==> src/hw/rtl/bti_pkg.sv <==
// ----------------------------------------------------------------------------
// bti_pkg
// Shared types and constants of the bitmap tag intersection block.
// ----------------------------------------------------------------------------
package bti_pkg;

   // Bits per bitmap word and the bit-within-word field of a post ID.
   localparam int WORD_BITS   = 64;
   localparam int BIT_SEL_W   = 6;
   localparam int POST_ID_W   = 20;
   localparam int WORD_IDX_W  = 14;
   localparam int CFG_W       = 15;
   localparam logic [CFG_W-1:0] CFG_RESET = 15'd16384;

   typedef enum logic [2:0] {
      CMD_CLEAR      = 3'd0,
      CMD_FIRST_ID   = 3'd1,
      CMD_FIRST_WORD = 3'd2,
      CMD_NEXT_ID    = 3'd3,
      CMD_NEXT_WORD  = 3'd4,
      CMD_END_TAG    = 3'd5,
      CMD_PROBE_ID   = 3'd6,
      CMD_PROBE_WORD = 3'd7
   } bti_cmd_type;

   // Commands from the controller to the datapath.
   typedef struct packed {
      logic capture;      // latch the incoming transaction
      logic sweep_start;  // begin a clear or end-of-tag pass
      logic item_read;    // read both stores at the item's word
      logic item_exec;    // write back or load the response
   } bti_ctrl_type;

   // Status from the datapath to the controller.
   typedef struct packed {
      bti_cmd_type cmd;         // latched command
      logic        sweep_busy;  // a pass is still running
      logic        rsp_full;    // response register holds an untaken result
   } bti_stat_type;

endpackage

==> src/hw/rtl/bti_ctrl.sv <==
// ----------------------------------------------------------------------------
// bti_ctrl
// Controller state machine: sequences read, execute and sweep phases.
// ----------------------------------------------------------------------------
module bti_ctrl (
   input  logic                  clock,
   input  logic                  reset,
   input  logic                  req_tvalid,
   input  logic [2:0]            req_tuser,
   output logic                  req_tready,
   input  bti_pkg::bti_stat_type stat,
   output bti_pkg::bti_ctrl_type ctrl
);

   typedef enum logic [1:0] {
      ST_IDLE,
      ST_READ,
      ST_EXEC,
      ST_SWEEP
   } state_type;

   state_type state_ff, state_in;
   logic      accept;
   logic      is_sweep_cmd;
   logic      is_probe;

   assign req_tready   = (state_ff == ST_IDLE);
   assign accept       = req_tvalid && req_tready;
   assign is_sweep_cmd = req_tuser inside {bti_pkg::CMD_CLEAR, bti_pkg::CMD_END_TAG};
   assign is_probe     = stat.cmd inside {bti_pkg::CMD_PROBE_ID, bti_pkg::CMD_PROBE_WORD};

   always_comb begin
      state_in         = state_ff;
      ctrl.capture     = 1'b0;
      ctrl.sweep_start = 1'b0;
      ctrl.item_read   = 1'b0;
      ctrl.item_exec   = 1'b0;
      case (state_ff)
         ST_IDLE: begin
            if (accept) begin
               ctrl.capture = 1'b1;
               if (is_sweep_cmd) begin
                  ctrl.sweep_start = 1'b1;
                  state_in         = ST_SWEEP;
               end else begin
                  state_in = ST_READ;
               end
            end
         end
         ST_READ: begin
            ctrl.item_read = 1'b1;
            state_in       = ST_EXEC;
         end
         ST_EXEC: begin
            // A probe waits here until the response register can take it.
            if (!(is_probe && stat.rsp_full)) begin
               ctrl.item_exec = 1'b1;
               state_in       = ST_IDLE;
            end
         end
         ST_SWEEP: begin
            if (!stat.sweep_busy) begin
               state_in = ST_IDLE;
            end
         end
         default: begin
            state_in = ST_IDLE;
         end
      endcase
   end

   // The datapath starts its post-reset clearing pass on its own.
   always_ff @(posedge clock) begin
      if (reset) begin
         state_ff <= ST_SWEEP;
      end else begin
         state_ff <= state_in;
      end
   end

endmodule

==> config.mk <==
export PLATFORM = sky130hd
export DESIGN_NAME = bti_ctrl
export DESIGN_NICKNAME = d
export VERILOG_FILES = /design/src/hw/rtl/bti_pkg.sv /design/src/hw/rtl/bti_ctrl.sv
export SDC_FILE = /design/constraint.sdc
export NUM_CORES = 1
export LEC_CHECK = 0
export ABC_AREA = 1
export BUFFER_PORTS_ARGS = -buffer_cell sky130_fd_sc_hd__buf_2
export CORE_AREA = 2 2 39 41
export CTS_CLUSTER_DIAMETER = 100
export CTS_CLUSTER_SIZE = 40
export DETAILED_ROUTE_END_ITERATION = 10
export DIE_AREA = 0 0 41 43
export MAX_ROUTING_LAYER = met4
export SETUP_SLACK_MARGIN = 0.15
export SYNTH_ARGS = -nofsm -noshare
export SYNTH_HDL_FRONTEND = slang
export SYNTH_SLANG_ARGS = --single-unit
==> constraint.sdc <==
create_clock -name clock -period 1.05 [get_ports clock]
set_input_delay 0.21 -clock clock [delete_from_list [all_inputs] [get_ports clock]]
set_output_delay 0.21 -clock clock [all_outputs]
set_load 0.05 [all_outputs]
# Word-level counts from Yosys, hierarchy flattened
# Index checks and enable logic that the tools add are counted.
[classes]
n_eq_ne = 9
n_mux = 11
n_reduce_logical = 7
[ops]
columns = ["cell", "n"]
rows = [
  ["2-bit two-way mux", 6],
  ["3-bit equality test (second input constant)", 3],
  ["2-bit one-hot mux with 4 select lines", 1],
  ["2-bit equality test (second input constant)", 2],
  ["1-bit two-way mux", 4],
  ["2-bit != test (second input constant)", 2],
  ["2-bit nonzero test", 2],
  ["3-bit logical NOT", 1],
  ["3-bit AND reduction", 1],
  ["2-bit by 1-bit equality test with 1-bit output (second input constant)", 1],
  ["1-bit logical AND", 2],
  ["2-bit logical NOT", 1],
  ["2-bit by 1-bit != test with 1-bit output (second input constant)", 1],
]
[word_totals]
ff_bits = 2
in_bits = 11
out_inout_bits = 5
word_cells = 28

# Depth between registers and ports, before layout
# Gate-level depths: netlist of the first run.
[logic_depth]
depth_word = 5
depth_mapped = 6
mapped_depth_nobuf = 6

# Worst setup path after synthesis of the first run
# OpenSTA, ideal clock, no wires.
[synth_timing]
kind = "register to output"
from = "reg state_ff[0]"
to = "out ctrl[2] (netlist bit)"
t_arrival_ns = 1.851
required_time_ns = 0.840
slack_ns = -1.011
stages_incl_launch_ff = 4
n_path_buf = 0
path_cell_list = "dfxtp_1 -> nor2_4 -> nand2_2 -> nor3_1"
[synth_lines]
columns = ["element", "line_no", "source"]
rows = [
  ["from (decl)", "bti_ctrl.sv:22", "state_type state_ff, state_in;"],
  ["from (signal assigned)", "bti_ctrl.sv:77", "state_ff <= state_in;"],
  ["to (decl)", "bti_ctrl.sv:12", "output bti_pkg::bti_ctrl_type ctrl"],
]

==> results.md, run 1 <==
- TritonCTS Buffers: 3
- Die ar.: around 1800 sq um
- Num rows: 14
- Startpoint type of the worst setup path: register
- Total core area: approximately 1400 sq um
- Slew margin rel.: 89.6%
- Final setup vio count: 5
- Top cells by count, synth: nand2_1, inv_1, nor2_1
- H-tree Lvls: 1
- Port bufs: 14
- Placed cell areas: roughly 360 sq um
- Compound-Gate Fraction of Synth Area: between 5 and 6%
- Fillers: around 160
- Dpl ws: -95.7 ps
- Avg Cell Area, Syn: roughly 5.2 sq um
- Ports: 16
- Worst-margin pin slew: roughly 150 ps
- Largest family of logic cells by synthesized area: simple AND/OR/NAND/NOR gates
- Highest clock rate: just under 800 MHz
- Sequential share of power: 19.3%
- Leakage: 0.248 nW
- Yosys Warn Count: 0
- Worst VDD drop: 0.382 mV
- Post-synth net total: 45
- Die H: 43 um
- Adder-cell share of the synthesized area: 0%
- Worst hold path type: input port to register
- Clock power share: ~33%
- Max reg flops: 2
- Initial antenna violation count: 0
- Mapped cell area: 178 sq um
- Design area: about 460 sq um
- Period utilisation layout: 120%
- GRT overflow: 0
- Drt wl/cell: 7.34 um
- Most numerous cell in the Yosys netlist: nand2_1
- WP data arrival: between 1000 and 1500 ps
- Crit end category: output port
- Biggest regs: state_ff: 2 flops
- Synth area leader: nand2_1
- Clock slew at reported path FFs: ~30 ps
- CTS tree: done
- CP peak stage delay: between 300 and 400 ps
- Initial core utilization: 12.8%
- Fraction of layout cells with a size suffix above 1: approximately three fifths
- Syn Inst Count: 34
- Netlist cell types: 10
- Data required, critical path: between 800 and 900 ps
- Pint: between 0.3 and 0.4 mW
- Comb pwr share: a little under half
- Sw frac: between 30 and 40%
- Drt drc: 0
- Post-Synth Simple-Gate Area: between 50% and 60%
- Final nets: 73
- Cell family with most CP delay: simple AND/OR/NAND/NOR gates
- Sequential share of the synthesized area: between 20% and 30%
- CTS Buffer Depth: 2
- Synth Area in XOR/XNOR: 0%
- Pre-antenna DRT Iters: 2
- Crit-path cells: nor2_4 > nand2_2 > nor3_4 > buf_6
- Skew final: roughly 2.0 ps
- P_sw: 0.180 mW
- CP max-delay cell: dfxtp_2
- Max Cap Viol: 0
- Overall die width: between 40 and 50 um
- Min cycle time layout: 1260 ps
- Antenna Cells: 0
- Placer Congestion: roughly 0.61
- Clock root cell: clkbuf_4
- Pins Over Slew Limit: 0
- First-pass GRT wire length: about 830 um
- Post-DRT Antenna Nets: 0
- Largest Register: state_ff
- Status: finished, violations left
- Routed wire length: around 560 um
- Number of global-route vias before repair: about 240
- Via count: 270
- Failing checks: setup timing
- Mux cell area share after synthesis: 0%
- Post-synth EDFFs: 0
- Largest net degree at the start of global routing: 5
- Buf/Inv on CP: 1
- Largest cells by area after synthesis: nand2_1, dfxtp_1, inv_1, nand3_1, nor2_1
- Area share of the largest cell type after synthesis: 23.2%
- PwrDens: around 1100 nW/um^2
- Post-synthesis register bit count: 2
- Final hold violations: 0
- Worst-Skew Late Latency: approximately 220 ps
- RSZ-0062 raised after global routing: yes
- Peak fanout along the critical path: 2
- PnR worst setup slack: -214 ps
- Async SR Flop Fraction: 0%
- Top FF cell, synth: dfxtp_1
- Setup CP Type: register to output port
- Synthesis-to-layout area growth: 156%
- Gr usage total: around 7.4%
- Starting DRC count in detailed routing: 2
- Drt via density: roughly 3.6
- Clk sinks: 2
## cells in the final DEF (no fill, tap or decap)
master	netlist	final
clkinvlp_4	0	2
o21ai_0	1	1
buf_8	0	3
nor3_4	0	1
o21ai_2	0	1
buf_4	0	7
nand3_1	3	2
nand3_4	0	1
nor2_1	4	4
inv_1	9	6
dfxtp_2	0	2
nand2_1	11	10
nor2_4	1	1
buf_6	0	4
nand2_2	1	1
inv_4	0	1
nand2_4	0	1
buf_2	0	9
clkbuf_4	0	3
## kinds of logic after synthesis
family,count (synthesis)
flops,2
buf+inv,9
compound gates,2
simple gates,21
## through the flow
stage               hold slack [ps]  instances  setup TNS, ps  total power [mW]  util [%]
global route                    186         76          -1210             0.553      32.9
detailed placement              426         72           -275             0.288      25.8
finish                          199         76           -852             0.505      32.9
floorplan                       302         34           -689             0.214         -
CTS                             192         76           -965             0.506      31.6
global placement                419         72           -262             0.286      25.8
## metal layers
layer  vias up  wire [um]  track usage, %
li1        152          -               -
met1       111        195            6.09
met2         7        337            12.8
met3         0         25            3.14
met4         0          0            4.00
met5         -          0               -
## worst register-to-register path, delay by kind of cell (launching register included)
family | cells | cell delay, ps
AOI/OAI and AO/OA | 1 | 100
buffers and inverters | 2 | 250
DFF | 1 | 320
and+or+nand+nor | 4 | 320
## path summary, 6_finish.rpt
kind                             from                  endpoint  slack [ps]  depth (start not counted)
min                             reset  state_ff[0]$_SDFFE_PP1P_         200                          3
min reg2reg  state_ff[0]$_SDFFE_PP1P_  state_ff[0]$_SDFFE_PP1P_         660                          3
max          state_ff[1]$_SDFFE_PP1P_                   ctrl[2]        -210                          4
max reg2reg  state_ff[1]$_SDFFE_PP1P_  state_ff[1]$_SDFFE_PP1P_          10                          7
## cell type report
class                      instances  area (sq um)  area share (%)
timing repair buffer              23           188            41.2
tap                               16          20.0            4.40
clock buffer                       3          22.5            4.95
inverter                           9          43.8            9.62
sequential                         2          42.5            9.34
multi-input combinational         23           139            30.5
## what timing repair did
item	in CTS	in global routing
gates resized for setup	16	4
setup buffers	1	0
endpoints found under the hold margin	0	0
setup endpoints to repair	7	7
pin swaps	5	0
hold buffers	0	0
## power by group through the flow
stage	logic (mW)	clock network (mW)	registers, mW
floorplan	0.112	0	0.102
global placement	0.189	0	0.0973
detailed placement	0.190	0	0.0976
CTS	0.229	0.179	0.0975
global route	0.262	0.193	0.0977
finish	0.241	0.166	0.0974
No activity file was read; power rests on OpenSTA's default activity.
==> inputs of run 2 (changes only) <==
CORE_AREA = 3 3 40 42   (was 2 2 39 41)
DIE_AREA = 0 0 43 45   (was 0 0 41 43)
REMOVE_ABC_BUFFERS = 1   (was default)
==> run 2 against run 1 <==
Effect of this change:
- the flow still finishes with violations (setup timing)
- maximum frequency rose by 0.55%
- sequential power rose by 0.6%
- clock power grew 3%
- power hardly changed
- die area up 9.8%
- final cell count down 2.6%
- worst setup slack gained 6.9 ps
- largest cell class unchanged
- highest routed layer unchanged
==> results.md, run 2 (same netlist as run 1, synthesis figures left out) <==
- Sw frac: 36.6% (+0.89 points)
- First-pass GRT wire length: 1.18 mm (+41%)
- H-tree Lvls: 1 (unchanged)
- Flop2flop setup slack: 0 ps (about the same)
- Worst hold path type: input port to register
- FF-to-FF path depth: 7 (unchanged)
- Crit-path cells: nor2_4 > buf_4 > buf_4 > buf_8
- Peak fanout along the critical path: 2 (unchanged)
- Routed wire length: 654 um (+17%)
- Max Cap Viol: 0 (unchanged)
- Clock root cell: clkbuf_4
- Starting DRC count in detailed routing: 3 (+1)
- Hold Path Origin: reset
- Fin cells: 74 (-2.6%)
- TNS Setup: -889 ps (-37.3 ps)
- Final nets: 72 (-1.4%)
- CTS Buffer Depth: 2 (unchanged)
- CP max-delay cell: dfxtp_2
- Leakage: 0.247 nW (-0.17%)
- Placer Congestion: 0.737 (+21%)
- Drt via density: 3.92 (+10%)
- Commonest cells after routing, fill and taps aside: nand2_1, buf_2, buf_4, inv_2
- Skew final: 0.128 ps (-1.92 ps)
- Setup CP Type: register to output port
- Failing checks: setup timing
- DP HPWL: between 400 and 500 um
- Status: finished, violations left
- Fillers: 133 (-15%)
- Clk sinks: 2 (unchanged)
- DRT met1 WL: 245 um (+26%)
- GRT overflow: 0 (unchanged)
- Startpoint type of the worst setup path: register
- Worst VDD drop: 0.317 mV (-17%)
- Placed insts: 69 (-4.2%)
- Largest net degree at the start of global routing: 5 (unchanged)
- WP data arrival: 1050 ps (about the same)
- Num rows: 13 (-1)
- RSZ-0062 raised after global routing: yes
- Die ar.: 1940 sq um (+9.8%)
- Antenna Cells: 0 (unchanged)
- Largest Register: state_ff
- Comb pwr share: 46.7% (-1.1 points)
- Highest clock rate: 795 MHz (+0.55%)
- Drt wl/cell: 8.84 um (+20%)
- Drt drc: 0 (unchanged)
- Via count: 290 (+7.4%)
- Final setup vio count: 6 (+1)
- CP peak stage delay: 320 ps (about the same)
- Initial core utilization: 13.8% (+0.99 points)
- Worst r2r dst: state_ff[1]$_SDFFE_PP1P_
- Synthesis-to-layout area growth: 143%
- Sequential share of power: 19.4% (about the same)
- Total core area: 1280 sq um (-7.1%)
- Hold endpoint: state_ff[0]$_SDFFE_PP1P_
- DR WL met2: 366 um (+8.6%)
- Fraction of layout cells with a size suffix above 1: 67.8% (+6.1 points)
- Gr usage total: 8.99% (+1.6 points)
- Data required, critical path: 840 ps (about the same)
- PwrDens: 1170 nW/um^2 (+5.5%)
- Final core occ: 33.6% (+0.68 points)
- Period utilisation layout: 120% (-0.65 points)
- RR Startpoint: state_ff[1]$_SDFFE_PP1P_
- Worst-margin pin slew: 176 ps (+21.2 ps)
- Hold path depth: 3 (unchanged)
- TritonCTS Buffers: 3 (unchanged)
- CTS tree: done
- Clock power share: 33.9% (+1.0 points)
- Initial antenna violation count: 0 (unchanged)
- Worst path most repeated cell: buf_4
- Max reg flops: 2 (unchanged)
- Post-DRT Antenna Nets: 0 (unchanged)
- Min cycle time layout: 1260 ps (-6.86 ps)
- Pre-antenna DRT Iters: 4 (+2)
- Worst-Skew Late Latency: 220 ps (about the same)
- P_sw: 0.185 mW (+2.5%)
- PnR worst setup slack: -208 ps (+6.86 ps)
- Met3 WL: 41 um (+64%)
- Ports: 16 (unchanged)
- Crit end category: output port
- Biggest regs: state_ff: 2 flops
- Final hold violations: 0 (unchanged)
- Pint: 0.320 mW (-1.4%)
- Top routing layer in use: met3
- Clock slew at reported path FFs: 30 ps (about the same)
- Pins Over Slew Limit: 0 (unchanged)
- Port bufs: 14 (unchanged)
- Slew margin rel.: 88.1% (-1.4 points)
- Overall die width: 43 um (+4.9%)
- Number of global-route vias before repair: 310 (+27%)
- Die H: 45 um (+4.7%)
==> run 2: cell count changes in the layout (fill, tap and decap cells not counted), sizes merged <==
cell and change:
buf -1, clkinvlp -2, inv +2
==> run 2: critical path: cells and delay by family, from the launching register on <==
| family | cells | cell delay, ps |
|---|---|---|
| and+or+nand+nor | 1 | 120 |
| buffers and inverters | 3 | 380 |
| DFF | 1 | 320 |
==> run 2: cell type report <==
cell class / count / area (sq um) / share of cell area [%]
Sequential cell: 2 / 42.5 / 9.86
Multi-Input combinational cell: 23 / 134 / 31.0
Timing Repair Buffer: 22 / 180 / 41.7
Tap cell: 15 / 18.8 / 4.35
Clock buffer: 3 / 22.5 / 5.22
Inverter: 9 / 33.8 / 7.83
==> run 2: power by group through the flow <==
stage / Clock [mW] / Sequential, mW / Combinational, mW
floorplan: 0 / 0.0990 / 0.100
global placement: 0 / 0.0957 / 0.168
detailed placement: 0 / 0.0962 / 0.169
CTS: 0.181 / 0.0979 / 0.216
global route: 0.196 / 0.0995 / 0.254
finish: 0.171 / 0.0980 / 0.236
==> run 2: how the worst max path moves through the flow <==
stage	start	to	slack, ps	cells after the start
after detailed placement	state_ff[0]$_SDFFE_PP1P_	ctrl[2]	-110	4
after global routing	state_ff[1]$_SDFFE_PP1P_	ctrl[2]	-270	4
final	state_ff[1]$_SDFFE_PP1P_	req_tready	-210	4
after global placement	state_ff[0]$_SDFFE_PP1P_	ctrl[2]	-100	4
after CTS	state_ff[1]$_SDFFE_PP1P_	ctrl[2]	-210	4
after floorplan	state_ff[0]$_SDFFE_PP1P_	ctrl[2]	-1010	3
==> run 2: layer usage <==
metal,vias to the layer above,GRT usage (%)
met5,-,-
met4,0,7.23
met3,0,2.39
met2,12,15.0
met1,127,8.87
li1,151,-
==> run 2: metrics by stage <==
step / total power, mW / hold slack (ps) / area, sq um / setup WS, ps
finish: 0.505 / 189 / 432 / -208
global route: 0.549 / 186 / 432 / -268
CTS: 0.495 / 181 / 409 / -210
detailed placement: 0.265 / 417 / 312 / -115
global placement: 0.264 / 414 / 312 / -104
floorplan: 0.199 / 302 / 178 / -1010
==> run 2: what timing repair did <==
action | 4_1_cts | 5_1_grt
buffers inserted | 1 | 1
resized for setup | 23 | 6
pin swaps | 4 | 1
hold buffers | 0 | 0
endpoints found under the setup margin | 6 | 6
==> inputs of run 3 (changes only) <==
CTS_BUF_LIST = sky130_fd_sc_hd__clkbuf_8 sky130_fd_sc_hd__clkbuf_16   (was default)
==> run 3 against run 2 <==
Effect of this change:
- the run still ends with setup timing left
- combinational power is 3% higher
- sequential share of layout area fell by 0.13 points
- power is 26% higher
- via count is 0.69% lower
- maximum frequency is 2.5% higher
- final area is 7.2% higher
- clock skew about the same
- worst setup slack better by 31 ps
- critical path depth is the same
- sequential power down 0.6%
- largest power group is now clock
- highest routed layer unchanged
==> results.md, run 3 (same netlist as run 1, synthesis figures left out) <==
- Status: finished, violations left
- Failing checks: setup timing
- Drt wl/cell: 8.27 um (-6.5%)
- Hold_ws: 206 ps (+17.4 ps)
- Hold endpoint: state_ff[0]$_SDFFE_PP1P_
- Fraction of layout cells with a size suffix above 1: 68.3% (+0.54 points)
- Clock slew at reported path FFs: 30 ps (about the same)
- Worst-margin pin slew: 173 ps (-2.55 ps)
- Skew final: 0.0747 ps (-0.0532 ps)
- Met3 WL: 26 um (-37%)
- Period utilisation layout: 117% (-3.0 points)
- Largest net degree at the start of global routing: 5 (unchanged)
- PnR worst setup slack: -176 ps (+31.1 ps)
- Fin cells: 75 (+1.4%)
- Top routing layer in use: met3
- CTS Buffer Depth: 2 (unchanged)
- Routed wire length: 620 um (-5.2%)
- PwrDens: 1370 nW/um^2 (+17%)
- Worst-Skew Late Latency: 200 ps (-20 ps)
- Multi-input logic area: 134 sq um (unchanged)
- Slew margin rel.: 88.3% (+0.17 points)
- Initial antenna violation count: 0 (unchanged)
- Peak fanout along the critical path: 2 (unchanged)
- Antenna Cells: 0 (unchanged)
- Pins Over Slew Limit: 0 (unchanged)
- Hold path depth: 3 (unchanged)
- Synthesis-to-layout area growth: 161%
- Tot Pwr: 0.634 mW (+26%)
- Clock power share: 46.4% (+13 points)
- Die ar.: 1940 sq um (unchanged)
- H-tree Lvls: 1 (unchanged)
- Hold Path Origin: reset
- Commonest cells after routing, fill and taps aside: nand2_1, buf_2, buf_4
- Port bufs: 14 (unchanged)
- Gr usage total: 8.30% (-0.68 points)
- DRT met1 WL: 243 um (-0.82%)
- TritonCTS Buffers: 3 (unchanged)
- Highest clock rate: 815 MHz (+2.5%)
- Ports: 16 (unchanged)
- Via count: 288 (-0.69%)
- FF-to-FF path depth: 7 (unchanged)
- First-pass GRT wire length: 1.15 mm (-2.9%)
- Pre-antenna DRT Iters: 4 (unchanged)
- Clock root cell: clkbuf_8
- Starting DRC count in detailed routing: 4 (+1)
- P_sw: 0.194 mW (+4.9%)
- Drt via density: 3.84 (-2.0%)
- DR WL met2: 349 um (-4.6%)
- Dpl ws: -115 ps (unchanged)
- Clk sinks: 2 (unchanged)
- Worst r2r dst: state_ff[1]$_SDFFE_PP1P_
- Max reg flops: 2 (unchanged)
- Largest Register: state_ff
- Crit end category: output port
- Total core area: 1280 sq um (unchanged)
- Post-DRT Antenna Nets: 0 (unchanged)
- Data required, critical path: 840 ps (about the same)
- GRT overflow: 0 (unchanged)
- Number of global-route vias before repair: 293 (-5.5%)
- Flop2flop setup slack: 10 ps (about the same)
- Startpoint type of the worst setup path: register
- CTS tree: done
- RR Startpoint: state_ff[1]$_SDFFE_PP1P_
- Overall die width: 43 um (unchanged)
- Final hold violations: 0 (unchanged)
- Biggest regs: state_ff: 2 flops
- WP data arrival: 1020 ps (-30 ps)
- Initial core utilization: 13.8% (unchanged)
- Min cycle time layout: 1230 ps (-31.1 ps)
- Max Cap Viol: 0 (unchanged)
- Final setup vio count: 5 (-1)
- Drt drc: 0 (unchanged)
- Pint: 0.440 mW (+38%)
- Placed insts: 69 (unchanged)
- RSZ-0062 raised after global routing: yes
- Setup CP Type: register to output port
- Leakage: 0.260 nW (+5.2%)
- Worst VDD drop: 0.461 mV (+45%)
- Num rows: 13 (unchanged)
- Worst hold path type: input port to register
- Die H: 45 um (unchanged)
- Final nets: 73 (+1.4%)
- Sw frac: 30.6% (-6.1 points)
- Fillers: 132 (-0.75%)
- Sequential share of power: 15.4% (-4.0 points)
- Placer Congestion: 0.737 (unchanged)
- Seq. cell area: 45.0 sq um (+5.9%)
- # hold bufs at CTS: 0 (unchanged)
- DP HPWL: 426 um (unchanged)
- Comb pwr share: 38.3% (-8.4 points)
run 3: cell count changes in the layout (fill, tap and decap cells not counted), sizes merged:
cell,delta
buf,+1
run 3: worst max path at each step:
stage                                   from    endpoint  slack (ps)  cells after the start
floorplan           state_ff[0]$_SDFFE_PP1P_     ctrl[2]       -1010                      3
global placement    state_ff[0]$_SDFFE_PP1P_     ctrl[2]        -100                      4
detailed placement  state_ff[0]$_SDFFE_PP1P_     ctrl[2]        -110                      4
CTS                 state_ff[1]$_SDFFE_PP1P_     ctrl[2]        -190                      4
global route        state_ff[1]$_SDFFE_PP1P_     ctrl[2]        -240                      4
finish              state_ff[1]$_SDFFE_PP1P_  req_tready        -180                      4
run 3: timing repair:
item	in CTS	in global routing
gates resized for setup	23	8
setup buffers	1	2
gates cloned	0	0
pin swaps	4	2
endpoints found under the setup margin	6	6
run 3: worst max-delay path: stages, from the launching register on:
cell and delay (ps):
dfxtp_2 320, nor2_4 110, buf_4 120, buf_4 110, buf_8 140
run 3: power by group through the flow:
stage | combinational, mW | clock [mW] | sequential [mW]
floorplan | 0.100 | 0 | 0.0990
global placement | 0.168 | 0 | 0.0957
detailed placement | 0.169 | 0 | 0.0962
CTS | 0.216 | 0.301 | 0.0980
global route | 0.262 | 0.319 | 0.0992
finish | 0.243 | 0.294 | 0.0974
run 3: area by class of cell:
type | instances | share of cell area, %
Multi-Input combinational cell | 23 | 28.9
Inverter | 9 | 7.84
Sequential cell | 2 | 9.73
Tap cell | 15 | 4.05
Clock buffer | 3 | 8.92
Timing Repair Buffer | 23 | 40.5
run 3: stage by stage:
stage | cell area [sq um] | TNS [ps] | util [%]
2_1_floorplan | 178 | -1480 | -
3_3_place_gp | 312 | -162 | 24.2
3_5_place_dp | 312 | -180 | 24.2
4_1_cts | 428 | -666 | 33.3
5_1_grt | 463 | -1080 | 36.0
6_report | 463 | -778 | 36.0
run 3: metal layers:
| metal | up-vias | GRT usage [%] |
|---|---|---|
| li1 | 153 | - |
| met3 | 0 | 2.39 |
| met2 | 8 | 13.8 |
| met1 | 127 | 9.35 |
| met5 | - | - |
| met4 | 0 | 3.61 |
